`src/design/dns_response_address_extractor_assert.svh`:
```
// assertion macros used by the dns response address extractor parser (dre_parser)
// no dependencies; expects a clock and an active-high reset to be passed in
`ifndef DNS_RESPONSE_ADDRESS_EXTRACTOR_ASSERT_SVH
`define DNS_RESPONSE_ADDRESS_EXTRACTOR_ASSERT_SVH

// antecedent implies consequent in the same cycle
`define DRE_ASSERT_SAME(lbl, clk, rst, ante, cons) \
  lbl: assert property (@(posedge clk) disable iff (rst) (ante) |-> (cons)) \
    else $error("dre assertion failed");

// antecedent implies consequent in the next cycle
`define DRE_ASSERT_NEXT(lbl, clk, rst, ante, cons) \
  lbl: assert property (@(posedge clk) disable iff (rst) (ante) |=> (cons)) \
    else $error("dre assertion failed");

`endif

```
`src/design/dre_pkg.sv`:
```
// shared types and constants for the dns response address extractor
// no dependencies
package dre_pkg;

  // parse phase codes
  localparam logic [3:0] PH_HEADER = 4'd0;
  localparam logic [3:0] PH_QNAME  = 4'd1;
  localparam logic [3:0] PH_QFIXED = 4'd2;
  localparam logic [3:0] PH_ANAME  = 4'd3;
  localparam logic [3:0] PH_APTR   = 4'd4;
  localparam logic [3:0] PH_ASTR   = 4'd5;
  localparam logic [3:0] PH_AFIXED = 4'd6;
  localparam logic [3:0] PH_ADATA  = 4'd7;
  localparam logic [3:0] PH_ASKIP  = 4'd8;
  localparam logic [3:0] PH_DONE   = 4'd9;

  // result status codes
  localparam logic [1:0] ST_FOUND   = 2'd0;
  localparam logic [1:0] ST_IGNORED = 2'd1;
  localparam logic [1:0] ST_NONE    = 2'd2;

  localparam int unsigned HEADER_LEN  = 12;
  localparam logic [15:0] ID_RESET    = 16'h1234;
  localparam logic [7:0]  PTR_MARK    = 8'hC0;
  localparam logic [15:0] TYPE_A      = 16'd1;
  localparam logic [15:0] ADDR_LEN    = 16'd4;
  localparam logic [15:0] QFIXED_LEN  = 16'd4;
  localparam logic [15:0] AFIXED_LEN  = 16'd10;
  localparam logic [15:0] RLEN_FIRST  = 16'd8;
  localparam logic [15:0] RTYPE_END   = 16'd2;

  typedef struct packed {
    logic [7:0] data;
    logic       last;
  } item_t;

  typedef struct packed {
    logic [1:0]  status;
    logic [31:0] addr;
  } result_t;

endpackage

```
`src/design/dre_in_reg.sv`:
```
// input register stage: holds one accepted byte until the parser takes it
// depends on dre_pkg
module dre_in_reg (
  input  logic          clk,
  input  logic          rst,
  input  logic          in_valid,
  output logic          in_stall,
  input  logic [7:0]    data_byte,
  input  logic          last_byte,
  input  logic          consume,
  output logic          item_valid,
  output dre_pkg::item_t item
);

  logic accept;

  assign in_stall = item_valid && !consume;
  assign accept   = in_valid && !in_stall;

  always_ff @(posedge clk) begin
    if (rst) begin
      item_valid <= 1'b0;
    end else if (accept) begin
      item_valid <= 1'b1;
    end else if (consume) begin
      item_valid <= 1'b0;
    end
  end

  always_ff @(posedge clk) begin
    if (accept) begin
      item.data <= data_byte;
      item.last <= last_byte;
    end
  end

endmodule

```
`src/design/dre_parser.sv`:
```
// per-byte datagram parser: header check, question and answer skipping,
// address capture and end-of-datagram result; depends on dre_pkg and the assert header
`include "dns_response_address_extractor_assert.svh"

module dre_parser #(
  parameter int unsigned MAX_DATAGRAM = 512
) (
  input  logic             clk,
  input  logic             rst,
  input  logic [15:0]      expected_id,
  input  logic             item_valid,
  input  dre_pkg::item_t   item,
  input  logic             out_free,
  output logic             consume,
  output logic             result_load,
  output dre_pkg::result_t result
);

  localparam int unsigned PW = $clog2(MAX_DATAGRAM + 1);
  localparam logic [PW-1:0] POS_MAX = PW'(MAX_DATAGRAM);

  logic [PW-1:0] byte_position, byte_position_next;
  logic [3:0]    parse_phase, parse_phase_next;
  logic [15:0]   questions_left, questions_left_next;
  logic [15:0]   answers_left, answers_left_next;
  logic [15:0]   skip_count, skip_count_next;
  logic [15:0]   record_type, record_type_next;
  logic [15:0]   record_length, record_length_next;
  logic [31:0]   address_accum, address_accum_next;
  logic          id_matches, id_matches_next;
  logic          address_found, address_found_next;

  logic [7:0]  b;
  logic [15:0] skip_dec, skip_inc, q_dec, a_dec, rt_upd, rl_upd;

  assign consume     = item_valid && out_free;
  assign result_load = consume && item.last;
  assign b           = item.data;
  assign skip_dec    = skip_count - 16'd1;
  assign skip_inc    = skip_count + 16'd1;
  assign q_dec       = questions_left - 16'd1;
  assign a_dec       = answers_left - 16'd1;

  // type and length as they stand after this byte of the fixed answer part
  always_comb begin
    rt_upd = record_type;
    rl_upd = record_length;
    if (skip_count < dre_pkg::RTYPE_END) begin
      rt_upd = {record_type[7:0], b};
    end else if (skip_count >= dre_pkg::RLEN_FIRST) begin
      rl_upd = {record_length[7:0], b};
    end
  end

  always_comb begin
    byte_position_next  = byte_position;
    parse_phase_next    = parse_phase;
    questions_left_next = questions_left;
    answers_left_next   = answers_left;
    skip_count_next     = skip_count;
    record_type_next    = record_type;
    record_length_next  = record_length;
    address_accum_next  = address_accum;
    id_matches_next     = id_matches;
    address_found_next  = address_found;
    result.status       = dre_pkg::ST_IGNORED;
    result.addr         = 32'd0;

    // bytes past the buffer size are dropped, position saturates
    if (consume && byte_position < POS_MAX) begin
      byte_position_next = byte_position + PW'(1);
      unique case (parse_phase)
        dre_pkg::PH_HEADER: begin
          if (byte_position == PW'(0)) begin
            id_matches_next = (b == expected_id[15:8]);
          end else if (byte_position == PW'(1)) begin
            id_matches_next = id_matches && (b == expected_id[7:0]);
          end else if (byte_position == PW'(4) || byte_position == PW'(5)) begin
            questions_left_next = {questions_left[7:0], b};
          end else if (byte_position == PW'(6) || byte_position == PW'(7)) begin
            answers_left_next = {answers_left[7:0], b};
          end
          if (byte_position == PW'(dre_pkg::HEADER_LEN - 1)) begin
            priority if (answers_left == 16'd0) begin
              parse_phase_next = dre_pkg::PH_DONE;
            end else if (questions_left == 16'd0) begin
              parse_phase_next = dre_pkg::PH_ANAME;
            end else begin
              parse_phase_next = dre_pkg::PH_QNAME;
            end
          end
        end
        dre_pkg::PH_QNAME: begin
          if (b == 8'd0) begin
            parse_phase_next = dre_pkg::PH_QFIXED;
            skip_count_next  = dre_pkg::QFIXED_LEN;
          end
        end
        dre_pkg::PH_QFIXED: begin
          skip_count_next = skip_dec;
          if (skip_dec == 16'd0) begin
            questions_left_next = q_dec;
            parse_phase_next = (q_dec == 16'd0) ? dre_pkg::PH_ANAME : dre_pkg::PH_QNAME;
          end
        end
        dre_pkg::PH_ANAME: begin
          priority if ((b & dre_pkg::PTR_MARK) == dre_pkg::PTR_MARK) begin
            parse_phase_next = dre_pkg::PH_APTR;
          end else if (b == 8'd0) begin
            parse_phase_next = dre_pkg::PH_AFIXED;
            skip_count_next  = 16'd0;
          end else begin
            parse_phase_next = dre_pkg::PH_ASTR;
          end
        end
        dre_pkg::PH_APTR: begin
          parse_phase_next = dre_pkg::PH_AFIXED;
          skip_count_next  = 16'd0;
        end
        dre_pkg::PH_ASTR: begin
          if (b == 8'd0) begin
            parse_phase_next = dre_pkg::PH_AFIXED;
            skip_count_next  = 16'd0;
          end
        end
        dre_pkg::PH_AFIXED: begin
          record_type_next   = rt_upd;
          record_length_next = rl_upd;
          skip_count_next    = skip_inc;
          if (skip_inc >= dre_pkg::AFIXED_LEN) begin
            priority if (rt_upd == dre_pkg::TYPE_A && rl_upd == dre_pkg::ADDR_LEN) begin
              parse_phase_next   = dre_pkg::PH_ADATA;
              skip_count_next    = 16'd0;
              address_accum_next = 32'd0;
            end else if (rl_upd == 16'd0) begin
              answers_left_next = a_dec;
              parse_phase_next = (a_dec == 16'd0) ? dre_pkg::PH_DONE : dre_pkg::PH_ANAME;
            end else begin
              parse_phase_next = dre_pkg::PH_ASKIP;
              skip_count_next  = rl_upd;
            end
          end
        end
        dre_pkg::PH_ADATA: begin
          address_accum_next = {address_accum[23:0], b};
          skip_count_next    = skip_inc;
          if (skip_inc >= dre_pkg::ADDR_LEN) begin
            address_found_next = 1'b1;
            parse_phase_next   = dre_pkg::PH_DONE;
          end
        end
        dre_pkg::PH_ASKIP: begin
          skip_count_next = skip_dec;
          if (skip_dec == 16'd0) begin
            answers_left_next = a_dec;
            parse_phase_next = (a_dec == 16'd0) ? dre_pkg::PH_DONE : dre_pkg::PH_ANAME;
          end
        end
        default: begin
        end
      endcase
    end

    // end of datagram: classify, then return to the header state
    if (result_load) begin
      priority if (byte_position_next < PW'(dre_pkg::HEADER_LEN) || !id_matches_next) begin
        result.status = dre_pkg::ST_IGNORED;
      end else if (address_found_next) begin
        result.status = dre_pkg::ST_FOUND;
        result.addr   = address_accum_next;
      end else begin
        result.status = dre_pkg::ST_NONE;
      end
      byte_position_next  = '0;
      parse_phase_next    = dre_pkg::PH_HEADER;
      questions_left_next = 16'd0;
      answers_left_next   = 16'd0;
      skip_count_next     = 16'd0;
      record_type_next    = 16'd0;
      record_length_next  = 16'd0;
      address_accum_next  = 32'd0;
      id_matches_next     = 1'b0;
      address_found_next  = 1'b0;
    end
  end

  always_ff @(posedge clk) begin
    if (rst) begin
      byte_position  <= '0;
      parse_phase    <= dre_pkg::PH_HEADER;
      questions_left <= 16'd0;
      answers_left   <= 16'd0;
      skip_count     <= 16'd0;
      record_type    <= 16'd0;
      record_length  <= 16'd0;
      address_accum  <= 32'd0;
      id_matches     <= 1'b0;
      address_found  <= 1'b0;
    end else begin
      byte_position  <= byte_position_next;
      parse_phase    <= parse_phase_next;
      questions_left <= questions_left_next;
      answers_left   <= answers_left_next;
      skip_count     <= skip_count_next;
      record_type    <= record_type_next;
      record_length  <= record_length_next;
      address_accum  <= address_accum_next;
      id_matches     <= id_matches_next;
      address_found  <= address_found_next;
    end
  end

  `DRE_ASSERT_NEXT(a_clear_after_last, clk, rst, result_load,
                   byte_position == '0 && parse_phase == dre_pkg::PH_HEADER)
  `DRE_ASSERT_SAME(a_addr_zero_unless_found, clk, rst,
                   result_load && result.status != dre_pkg::ST_FOUND, result.addr == 32'd0)
  `DRE_ASSERT_SAME(a_pos_saturates, clk, rst, 1'b1, byte_position <= POS_MAX)
  `DRE_ASSERT_SAME(a_adata_bound, clk, rst, parse_phase == dre_pkg::PH_ADATA,
                   skip_count < dre_pkg::ADDR_LEN && !address_found)

endmodule

```
`src/design/dre_out_reg.sv`:
```
// result register: holds one result until the consumer takes it
// depends on dre_pkg
module dre_out_reg (
  input  logic             clk,
  input  logic             rst,
  input  logic             result_load,
  input  dre_pkg::result_t result,
  output logic             out_free,
  output logic             out_valid,
  input  logic             out_stall,
  output logic [1:0]       status,
  output logic [31:0]      ipv4_address
);

  assign out_free = !out_valid || !out_stall;

  always_ff @(posedge clk) begin
    if (rst) begin
      out_valid <= 1'b0;
    end else if (result_load) begin
      out_valid <= 1'b1;
    end else if (!out_stall) begin
      out_valid <= 1'b0;
    end
  end

  always_ff @(posedge clk) begin
    if (result_load) begin
      status       <= result.status;
      ipv4_address <= result.addr;
    end
  end

endmodule

```
`src/design/dns_response_address_extractor.sv`:
```
// dns response address extractor: one datagram byte per transaction, one result per datagram
// a result is registered in dre_out_reg when the parser consumes its last byte from the input register
// throughput: one byte per cycle; bytes wait while a finished result is held by out_stall
// reset (rst, synchronous): clears parse state and handshakes, expected_id returns to 0x1234
// depends on dre_pkg, dre_in_reg, dre_parser, dre_out_reg
module dns_response_address_extractor #(
  parameter int unsigned MAX_DATAGRAM = 512
) (
  input  logic        clk,
  input  logic        rst,
  input  logic        cfg_we,
  input  logic [15:0] cfg_wdata,
  input  logic        in_valid,
  output logic        in_stall,
  input  logic [7:0]  data_byte,
  input  logic        last_byte,
  output logic        out_valid,
  input  logic        out_stall,
  output logic [1:0]  status,
  output logic [31:0] ipv4_address
);

  logic [15:0]      expected_id;
  logic             item_valid;
  dre_pkg::item_t   item;
  logic             consume;
  logic             out_free;
  logic             result_load;
  dre_pkg::result_t result;

  always_ff @(posedge clk) begin
    if (rst) begin
      expected_id <= dre_pkg::ID_RESET;
    end else if (cfg_we) begin
      expected_id <= cfg_wdata;
    end
  end

  dre_in_reg u_in_reg (
    .clk        (clk),
    .rst        (rst),
    .in_valid   (in_valid),
    .in_stall   (in_stall),
    .data_byte  (data_byte),
    .last_byte  (last_byte),
    .consume    (consume),
    .item_valid (item_valid),
    .item       (item)
  );

  dre_parser #(
    .MAX_DATAGRAM (MAX_DATAGRAM)
  ) u_parser (
    .clk         (clk),
    .rst         (rst),
    .expected_id (expected_id),
    .item_valid  (item_valid),
    .item        (item),
    .out_free    (out_free),
    .consume     (consume),
    .result_load (result_load),
    .result      (result)
  );

  dre_out_reg u_out_reg (
    .clk          (clk),
    .rst          (rst),
    .result_load  (result_load),
    .result       (result),
    .out_free     (out_free),
    .out_valid    (out_valid),
    .out_stall    (out_stall),
    .status       (status),
    .ipv4_address (ipv4_address)
  );

endmodule

```
`config.mk`:
```
export PLATFORM = sky130hd
export DESIGN_NAME = dns_response_address_extractor
export DESIGN_NICKNAME = d
export VERILOG_FILES = /design/src/design/dre_pkg.sv /design/src/design/dre_in_reg.sv /design/src/design/dre_parser.sv /design/src/design/dre_out_reg.sv /design/src/design/dns_response_address_extractor.sv
export VERILOG_INCLUDE_DIRS = /design/src /design/src/design
export SDC_FILE = /design/constraint.sdc
export NUM_CORES = 1
export LEC_CHECK = 0
export BUFFER_PORTS_ARGS = -buffer_cell sky130_fd_sc_hd__buf_2
export CORE_ASPECT_RATIO = 0.5
export CORE_MARGIN = 5
export CORE_UTILIZATION = 28
export CTS_CLUSTER_SIZE = 28
export DETAILED_ROUTE_END_ITERATION = 10
export SYNTH_ARGS = -nofsm -noshare
export SYNTH_HDL_FRONTEND = slang
export SYNTH_SLANG_ARGS = --single-unit
export TNS_END_PERCENT = 10
```
`constraint.sdc`:
```
create_clock -name clk -period 3.7 [get_ports clk]
set_clock_uncertainty 0.15 [all_clocks]
set_input_delay 0.74 -clock clk [delete_from_list [all_inputs] [get_ports clk]]
set_output_delay 0.74 -clock clk [all_outputs]
set_load 0.01 [all_outputs]
```
# Yosys cells after proc, flatten, opt, wreduce, memory -nomap -nowiden
# Index checks and enable logic that the tools add are counted.
# Widths: inputs -> output; s select.
# totals
regBits,189
in_bits,30
output_inout_bits,36
elab_cells,159
# op_classes
n_addsub,5
n_lt_le_gt_ge,6
n_eq_ne,35
mux,57
n_bitwise,1
reduce_logical,38
# ops
cell,n
$mux 16,21
$pmux 16 s7,1
$logic_not 16->1,6
$mux 32,3
$pmux 32 s2,1
$mux 4,12
$pmux 16 s3,1
$sub 16x1->16 const B,3
$eq 10x3->1 const B,4
$pmux 4 s9,1
$ge 16x4->1 const B,2
$pmux 16 s2,1
$ne 2x1->1 const B,11
$add 16x1->16 const B,1
$eq 16x1->1 const B,1
$eq 16x3->1 const B,1
$eq 4x3->1 const B,4
$eq 8x8->1,2
$ge 16x3->1 const B,1
$lt 16x2->1 const B,1
$mux 1,11
$add 10x1->10 const B,1
$eq 10x1->1 const B,1
$eq 10x4->1 const B,1
26 further kinds,50

# Longest topological paths before layout
# Gate-level depths: netlist of the first run.
# logic_depth
word_depth,9
ltp_mapped,12
ltp_nobuf,10

# Modules after synthesis
# From an unflattened synthesis of the first run, not the netlist that was laid out.
# unflattened
hier_cells,1231
hier_area_um2,10422.5
# modules_own_cells
module,n_inst,cells_per_inst,area_each_um2,seq_area_each_um2
dre_parser,1,1128,8454.4,2562.5
dre_out_reg,1,38,1053.5,1041.0
dns_response_address_extractor,1,52,594.3,320.3
dre_in_reg,1,13,320.3,290.3

# Worst setup path after synthesis of the first run
# No wires, ideal clock.
# synth_path
path_kind,reg-to-reg
startpoint,reg u_parser.skip_count[1]
endpoint,reg u_parser.answers_left[10]
setup_ns,0.132
arrival_time_ns,3.198
t_required_ns,3.418
setup_slack_ns,0.220
path_stages_with_launch,13
n_path_buf,2
period_less_slack_ns,3.480
path_cell_list,dfxtp_1 -> buf_2 -> inv_1 -> ha_1 -> o21ai_0 -> or3b_2 -> a2111oi_0 -> o221ai_2 -> or3_1 -> a211o_1 -> clkbuf_1 -> o21ai_0 -> a21oi_1
# synth_between
elab_chain_cells,7
word_cells_on_any_way,18
cone_classes,add/sub: 2; order compare: 3; eq/ne: 6; mux: 3; reduce/logical: 4
# synth_rtl
item,line,rtl
"start, declared",dre_parser.sv:26,"logic [15:0] skip_count, skip_count_next;"
"start signal, assigned",dre_parser.sv:204,skip_count <= skip_count_next;
branches (longest 6 deep; another with $add 16x1->16),-,
$reduce_and 10->1 (no source line) (*),-,
"end signal, assigned",dre_parser.sv:203,answers_left <= answers_left_next;
"end, declared",dre_parser.sv:25,"logic [15:0] answers_left, answers_left_next;"
# Every way passes the cells marked *.
# A chain may end at the register's enable or synchronous reset.

# Worst setup path after layout of the first run
# layout_path
startpoint,reg u_parser.skip_count[0]
endpoint,"reg u_out_reg.ipv4_address[18], data pin"
# layout_between
elab_chain_cells,9
word_cells_on_any_way,20
cone_classes,add/sub: 1; order compare: 4; eq/ne: 2; mux: 10; bitwise: 1; reduce/logical: 2
# layout_rtl
item,line,rtl
branches (longest 9 deep; another with $add 16x1->16),-,
"end signal, assigned",dre_out_reg.sv:30,ipv4_address <= result.addr;
"end, declared",dre_out_reg.sv:12,output logic [31:0] ipv4_address
# Parallel ways; which one is timed is not known.

==> results of run 1 <==
[layer usage]
metal	wire length, µm	track usage
met3	1480	0.0273
met5	0	0
met2	13600	0.225
met1	14200	0.198
met4	610	0.0445
[cell type report]
type                       count  area [µm²]  area share
clock buffer                  18         429      0.0359
clock inverter                14         148      0.0123
inverter                      17        63.8     0.00533
multi-input combinational    961        5600       0.468
sequential                   189        4220       0.352
tap                          484         606      0.0506
timing repair buffer         139         906      0.0757
[cell usage in the layout, fill, tap and decap left out, types with 4 or more instances in the layout]
cell type / Yosys / layout
inv_8: 0 / 5
xor2_1: 38 / 38
o221ai_1: 7 / 7
nand3b_1: 5 / 5
ha_1: 12 / 12
a221oi_1: 6 / 6
o21ai_0: 59 / 59
o211ai_1: 10 / 10
clkinv_4: 0 / 4
a21oi_1: 96 / 96
xnor2_1: 19 / 19
o31ai_1: 10 / 10
nand4_1: 14 / 14
a22oi_1: 46 / 46
inv_1: 17 / 17
nor3_1: 34 / 34
buf_4: 1 / 72
dfxtp_1: 146 / 145
nand2b_1: 10 / 10
nor4_1: 34 / 31
nand2_1: 171 / 171
clkbuf_16: 0 / 17
or4_1: 8 / 8
a211oi_1: 12 / 12
nor2b_1: 8 / 8
nor2_1: 178 / 176
o22ai_1: 9 / 9
a21o_1: 5 / 5
a2bb2oi_1: 5 / 5
a211o_1: 8 / 8
a31oi_1: 9 / 9
and4_1: 4 / 4
edfxtp_1: 43 / 43
nand3_1: 24 / 24
mux2i_1: 28 / 28
buf_2: 4 / 65
and2_1: 8 / 8
or3_1: 18 / 18
[power by group]
group          total, µW  leakage (µW)  internal (µW)  switching (µW)
registers           2140       0.00164           2120            19.9
logic                171       0.00239           60.7             110
clock network       1810      0.000285            903             909
[logic make-up (layout without fill, tap and decap cells)]
family	count (synthesis)	count (layout)
simple gates	546	546
flops	189	189
xor+xnor	57	57
buf+inv	123	188
mux	29	29
compound gates	317	317
fa+ha+maj	12	12
[state kept, by name (all words and copies together) (netlist names), 2 cells and up]
register and flops:
u_parser.skip_count 16, expected_id 16, u_parser.address_accum 32, u_in_reg.item 9
u_parser.byte_position 10, u_out_reg.status 2, u_parser.record_type 16, u_parser.answers_left 16
u_out_reg.ipv4_address 32, u_parser.questions_left 16, u_parser.parse_phase 4, u_parser.record_length 16
[through the flow]
stage / util / hold slack [ns] / setup WS, ns / cells
after floorplan: - / 0.277 / 0.220 / 1273
after global placement: 0.315 / 0.287 / 0.241 / 1789
after detailed placement: 0.315 / 0.289 / 0.194 / 1789
after CTS: 0.331 / 0.297 / 0.157 / 1821
after global routing: 0.332 / 0.299 / 0.0397 / 1822
final: 0.332 / 0.302 / 0.273 / 1822
[path summary, 6_finish.rpt]
kind,start,end,slack (ns)
worst max-delay path,u_parser.skip_count[0],u_out_reg.ipv4_address[18],0.27
worst min-delay path,u_parser.record_type[11],u_parser.record_type[11],0.30
worst max register to register,u_parser.skip_count[0],u_out_reg.ipv4_address[18],0.27
worst min register to register,u_parser.record_type[11],u_parser.record_type[11],0.30
[worst register-to-register path: cells and delay by family (launching register included)]
kind / cells / cell delay [ns]
compound gates: 3 / 0.89
xor+xnor: 1 / 0.20
fa+ha+maj: 1 / 0.31
simple gates: 4 / 0.82
buf+inv: 2 / 0.41
flops: 1 / 0.40
[timing repair]
action	in CTS	in global routing
gates resized for setup	0	7
buffers inserted	0	1
setup endpoints to repair	0	36
hold endpoints to repair	0	0
==> results.ini, run 1 <==
[status]
status=finished, final reports clean

[global_route]
antenna_found_initial=0
overflow=0
grt_pass1_wl_um=48000
grt_pass1_vias=8818
gr-usage-all-layers=0.142
grt_max_degree=59

[routing]
firstDrtPassIters=5
num_vias=9472
via_per_inst=5.20
drtAntennaViolNets=0
finalWirelength_um=29800
route.detailed.drc=0
wl_per_cell_um=16.4
drt_iter0_markers=914

[clock_tree]
clockBufferDepth=2
path_clk_slew_ns=0.08
worstSkewPairLatency_ns=0.45
cts_tree=done
clk_root_buffer_cell=clkbuf_16
htreeDepth=4
cts.sinks=189
cts_made_buffers=17
cts_hold_buf=0

[floorplan]
dieArea_um2=40800
die_w_um=281
start_util=0.284
io_pins=66
rows=49
core_um2=36000
die_h_um=145

[finish]
diodes=0
num-fill-cells=3848
final_nets=1367
area_growth_syn_to_layout_pct=16.8
drive_above_1_share=0.149
fin_area_um2=12000

[synthesis]
syn_area_um2=10200
synth.most_common_cell=nor2_1
yosys.area_share.simple=0.249
ys_seq_area_frac=0.411
ys_seq_elements=189
synth-edff-count=43
netlist.area_leader.share=0.285
synthAdderAreaFrac=0.0147
syn_avg_cell_area_um2=8.05
dominantRegCellSynth=dfxtp_1
yosysTopAreaCell=dfxtp_1
synthMuxAreaShare=0.0284
synth_top_family_by_area=simple AND/OR/NAND/NOR gates
yosysWarnings=0
ys_async_sr_fraction=0
syn_inst=1273
synth_commonest_cells=nor2_1 (178), nand2_1 (171), dfxtp_1 (146), a21oi_1 (96), clkbuf_1 (93)
synth_cell_types=73
synth_xor_area_frac=0.0487
yosys-top-cells-area=dfxtp_1 (29%), edfxtp_1 (13%), nor2_1 (6.5%)
synth_compound_area_frac=0.201
syn_nets=1315

[hold_path]
hold_path_class=reg -> reg
min_path_cells=2

[placed_design]
place.gp.congestion=0.910
port_buffers=65
dp_hpwl_um=20600
placed_area_um2=11400

[setup_path]
crit_path_end_kind=register
slowest_delay_ns=0.42
critPathMostFrequentCell=buf_4
worstSetupPathType=reg -> reg
cp_slowest_cell=a2111o_1
start_kind=register
timing.critical_path.buf_inv=2
crit_cells=11
path_cells=ha_1, and4_1, nand4_1, xor2_1, nor4b_2, buf_4, a21bo_2, a2111o_1, buf_4, a22oi_1, nor2_1
rr_worst_depth=11
cpLargestDelayFamily=compound AO/OA/AOI/OAI gates
required_ns=3.75
path_max_fanout=32
cp.arrival_ns=3.48

[timing]
setup_viol_count_final=0
hold_viol=0
relSlewSlack=0.449
worst_pin_slew_ns=0.821
rsz0062_at_grt=false
max_freq_mhz=292
tns_ns=0
drv_slew=0
fin_crit_ns=3.43
fin_crit_sh=0.926

[pwr]
ir_drop_v=0.000270
p_leak_uw=0.00432
power_uw=4130
powerDensity_nw_per_um2=345

[job]
maxCapViolations=0

No activity file was read; power rests on OpenSTA's default activity.
==> inputs of run 2 (changes only) <==
--- a/config.mk
+++ b/config.mk
@@ -12,6 +12,7 @@
 export CORE_UTILIZATION = 28
 export CTS_CLUSTER_SIZE = 28
 export DETAILED_ROUTE_END_ITERATION = 10
+export REMOVE_ABC_BUFFERS = 1
 export SYNTH_ARGS = -nofsm -noshare
 export SYNTH_HDL_FRONTEND = slang
 export SYNTH_SLANG_ARGS = --single-unit
==> results.ini, run 2 (synthesized netlist as in run 1, its figures left out) <==
[status]
status=finished, final reports clean

[placed_design]
place.gp.congestion=0.929  ; +2.1%
placed_area_um2=11500  ; +1.1%
port_buffers=65  ; unchanged
dp.cells=1804  ; +0.84%
dp_hpwl_um=21800  ; +5.8%
pre_cts_ws_ns=-0.0667  ; -0.261 ns

[job]
maxCapViolations=0  ; unchanged

[global_route]
grt_max_degree=40  ; -32%
overflow=0  ; unchanged
grt_pass1_wl_um=49200  ; +2.5%
grt_pass1_vias=8968  ; +1.7%
gr-usage-all-layers=0.147  ; +0.00476
antenna_found_initial=1  ; +1

[finish]
multiInputGateArea_um2=5600  ; -0.13%
seqCellArea_um2=4210  ; about the same
drive_above_1_share=0.158  ; +0.00944
num-fill-cells=3805  ; -1.1%
final_cells=1837  ; +0.82%
fin_area_um2=12200  ; +1.7%
area_growth_syn_to_layout_pct=18.8
layout_commonest_cell=nor2_1
most-common-layout-cells=nor2_1 (176), nand2_1 (171), dfxtp_1 (146), a21oi_1 (95), buf_4 (85)
diodes=0  ; unchanged
reg_top3=u_out_reg.ipv4_address: 32 flops, u_parser.address_accum: 32 flops
final_nets=1382  ; +1.1%

[pwr]
ir_drop_v=0.000322  ; +19%
p_leak_uw=0.00443  ; +2.4%
powerDensity_nw_per_um2=357  ; +3.5%

[timing]
fin_crit_ns=3.49  ; +0.0629 ns
drv_slew=0  ; unchanged
worst_pin_slew_ns=0.882  ; +0.0603 ns
setup_viol_count_final=0  ; unchanged
rsz0062_at_grt=true
fin_crit_sh=0.943  ; +0.0170
relSlewSlack=0.408  ; -0.0405
fin_ws_ns=0.210  ; -0.0629 ns
max_freq_mhz=287  ; -1.8%
hold_viol=0  ; unchanged

[setup_path]
cp.arrival_ns=3.71  ; +0.23 ns
required_ns=3.92  ; +0.17 ns
start_kind=register
path_max_fanout=7  ; -78%
r2r_start=u_parser.skip_count[0]
setup.worst_path.start=u_parser.skip_count[0]
worstSetupPathType=reg -> reg
crit_path_end_kind=register

[floorplan]
start_util=0.284  ; unchanged
dieArea_um2=40800  ; unchanged
rows=49  ; unchanged
io_pins=66  ; unchanged
die_h_um=145  ; unchanged
core_um2=36000  ; unchanged
die_w_um=281  ; unchanged

[routing]
firstDrtPassIters=5  ; unchanged
num_vias=9698  ; +2.4%
drt_iter0_markers=840  ; -8.1%
finalWirelength_um=31100  ; +4.1%
via_per_inst=5.28  ; +1.5%
route.detailed.drc=0  ; unchanged
wl_per_cell_um=16.9  ; +3.3%
drtAntennaViolNets=0  ; unchanged

[clock_tree]
cts_hold_buf=0  ; unchanged
clockBufferDepth=2  ; unchanged
cts.sinks=189  ; unchanged
path_clk_slew_ns=0.09  ; about the same
worstSkewPairLatency_ns=0.45  ; about the same
clk_root_buffer_cell=clkbuf_16
cts_tree=done
htreeDepth=4  ; unchanged
cts_made_buffers=17  ; unchanged

[hold_path]
worstHoldStart=u_parser.record_type[15]
hold_path_class=reg -> reg

-- run 2: cell count changes in the layout (fill, tap and decap cells not counted), sizes merged --
cell	before	now
buf	139	154
inv	25	29
clkinv	6	3
clkbuf	18	17
-- run 2: final timing paths --
path | endpoint | slack [ns] | depth (start not counted)
setup / recovery | u_parser.parse_phase[3] | 0.21 | 11
hold / removal | u_parser.record_type[15] | 0.30 | 2
setup reg to reg | u_parser.parse_phase[3] | 0.21 | 11
hold reg to reg | u_parser.record_type[15] | 0.30 | 2
-- run 2: cell type report --
| class | instances | share of cell area |
|---|---|---|
| clock buffer | 17 | 0.0349 |
| clock inverter | 15 | 0.0187 |
| inverter | 17 | 0.00524 |
| multi-input combinational | 961 | 0.460 |
| sequential | 189 | 0.346 |
| tap | 484 | 0.0497 |
| timing repair buffer | 154 | 0.0857 |
-- run 2: through the flow --
stage               power (µW)  setup TNS (ns)  hold slack, ns   util
detailed placement        2360          -0.133           0.298  0.318
floorplan                 2270           -7.22           0.277      -
finish                    4340               0           0.304  0.338
global route              4490        -0.00510           0.293  0.338
global placement          2360         -0.0977           0.291  0.318
CTS                       4380               0           0.302  0.337
-- run 2: repair_timing --
action / CTS / global route
pin swaps: 0 / 3
gates resized for setup: 1 / 6
setup endpoints to repair: 9 / 50
setup buffers: 0 / 1
-- run 2: power breakdown --
part           switching, µW  internal [µW]  total [µW]
clock                   1060            971        2030
sequential              13.4           2120        2140
combinational            114           62.4         177
total                   1190           3160        4340
-- run 2: layer usage --
| metal | GRT usage | up-vias | part of all wire |
|---|---|---|---|
| li1 | - | 4704 | - |
| met1 | 0.205 | 4619 | 0.46 |
| met2 | 0.234 | 315 | 0.46 |
| met3 | 0.0236 | 60 | 0.056 |
| met4 | 0.0482 | 0 | 0.025 |
| met5 | 0 | - | 0 |
-- run 2: critical path: stages, from the launching register on --
cell,delay [ns]
dfxtp_1,0.32
buf_4,0.14
or4_1,0.54
buf_4,0.18
nor4_1,0.23
xnor2_1,0.21
o221ai_2,0.16
buf_4,0.17
o31ai_1,0.35
o211ai_1,0.27
or4_1,0.55
a21oi_1,0.15
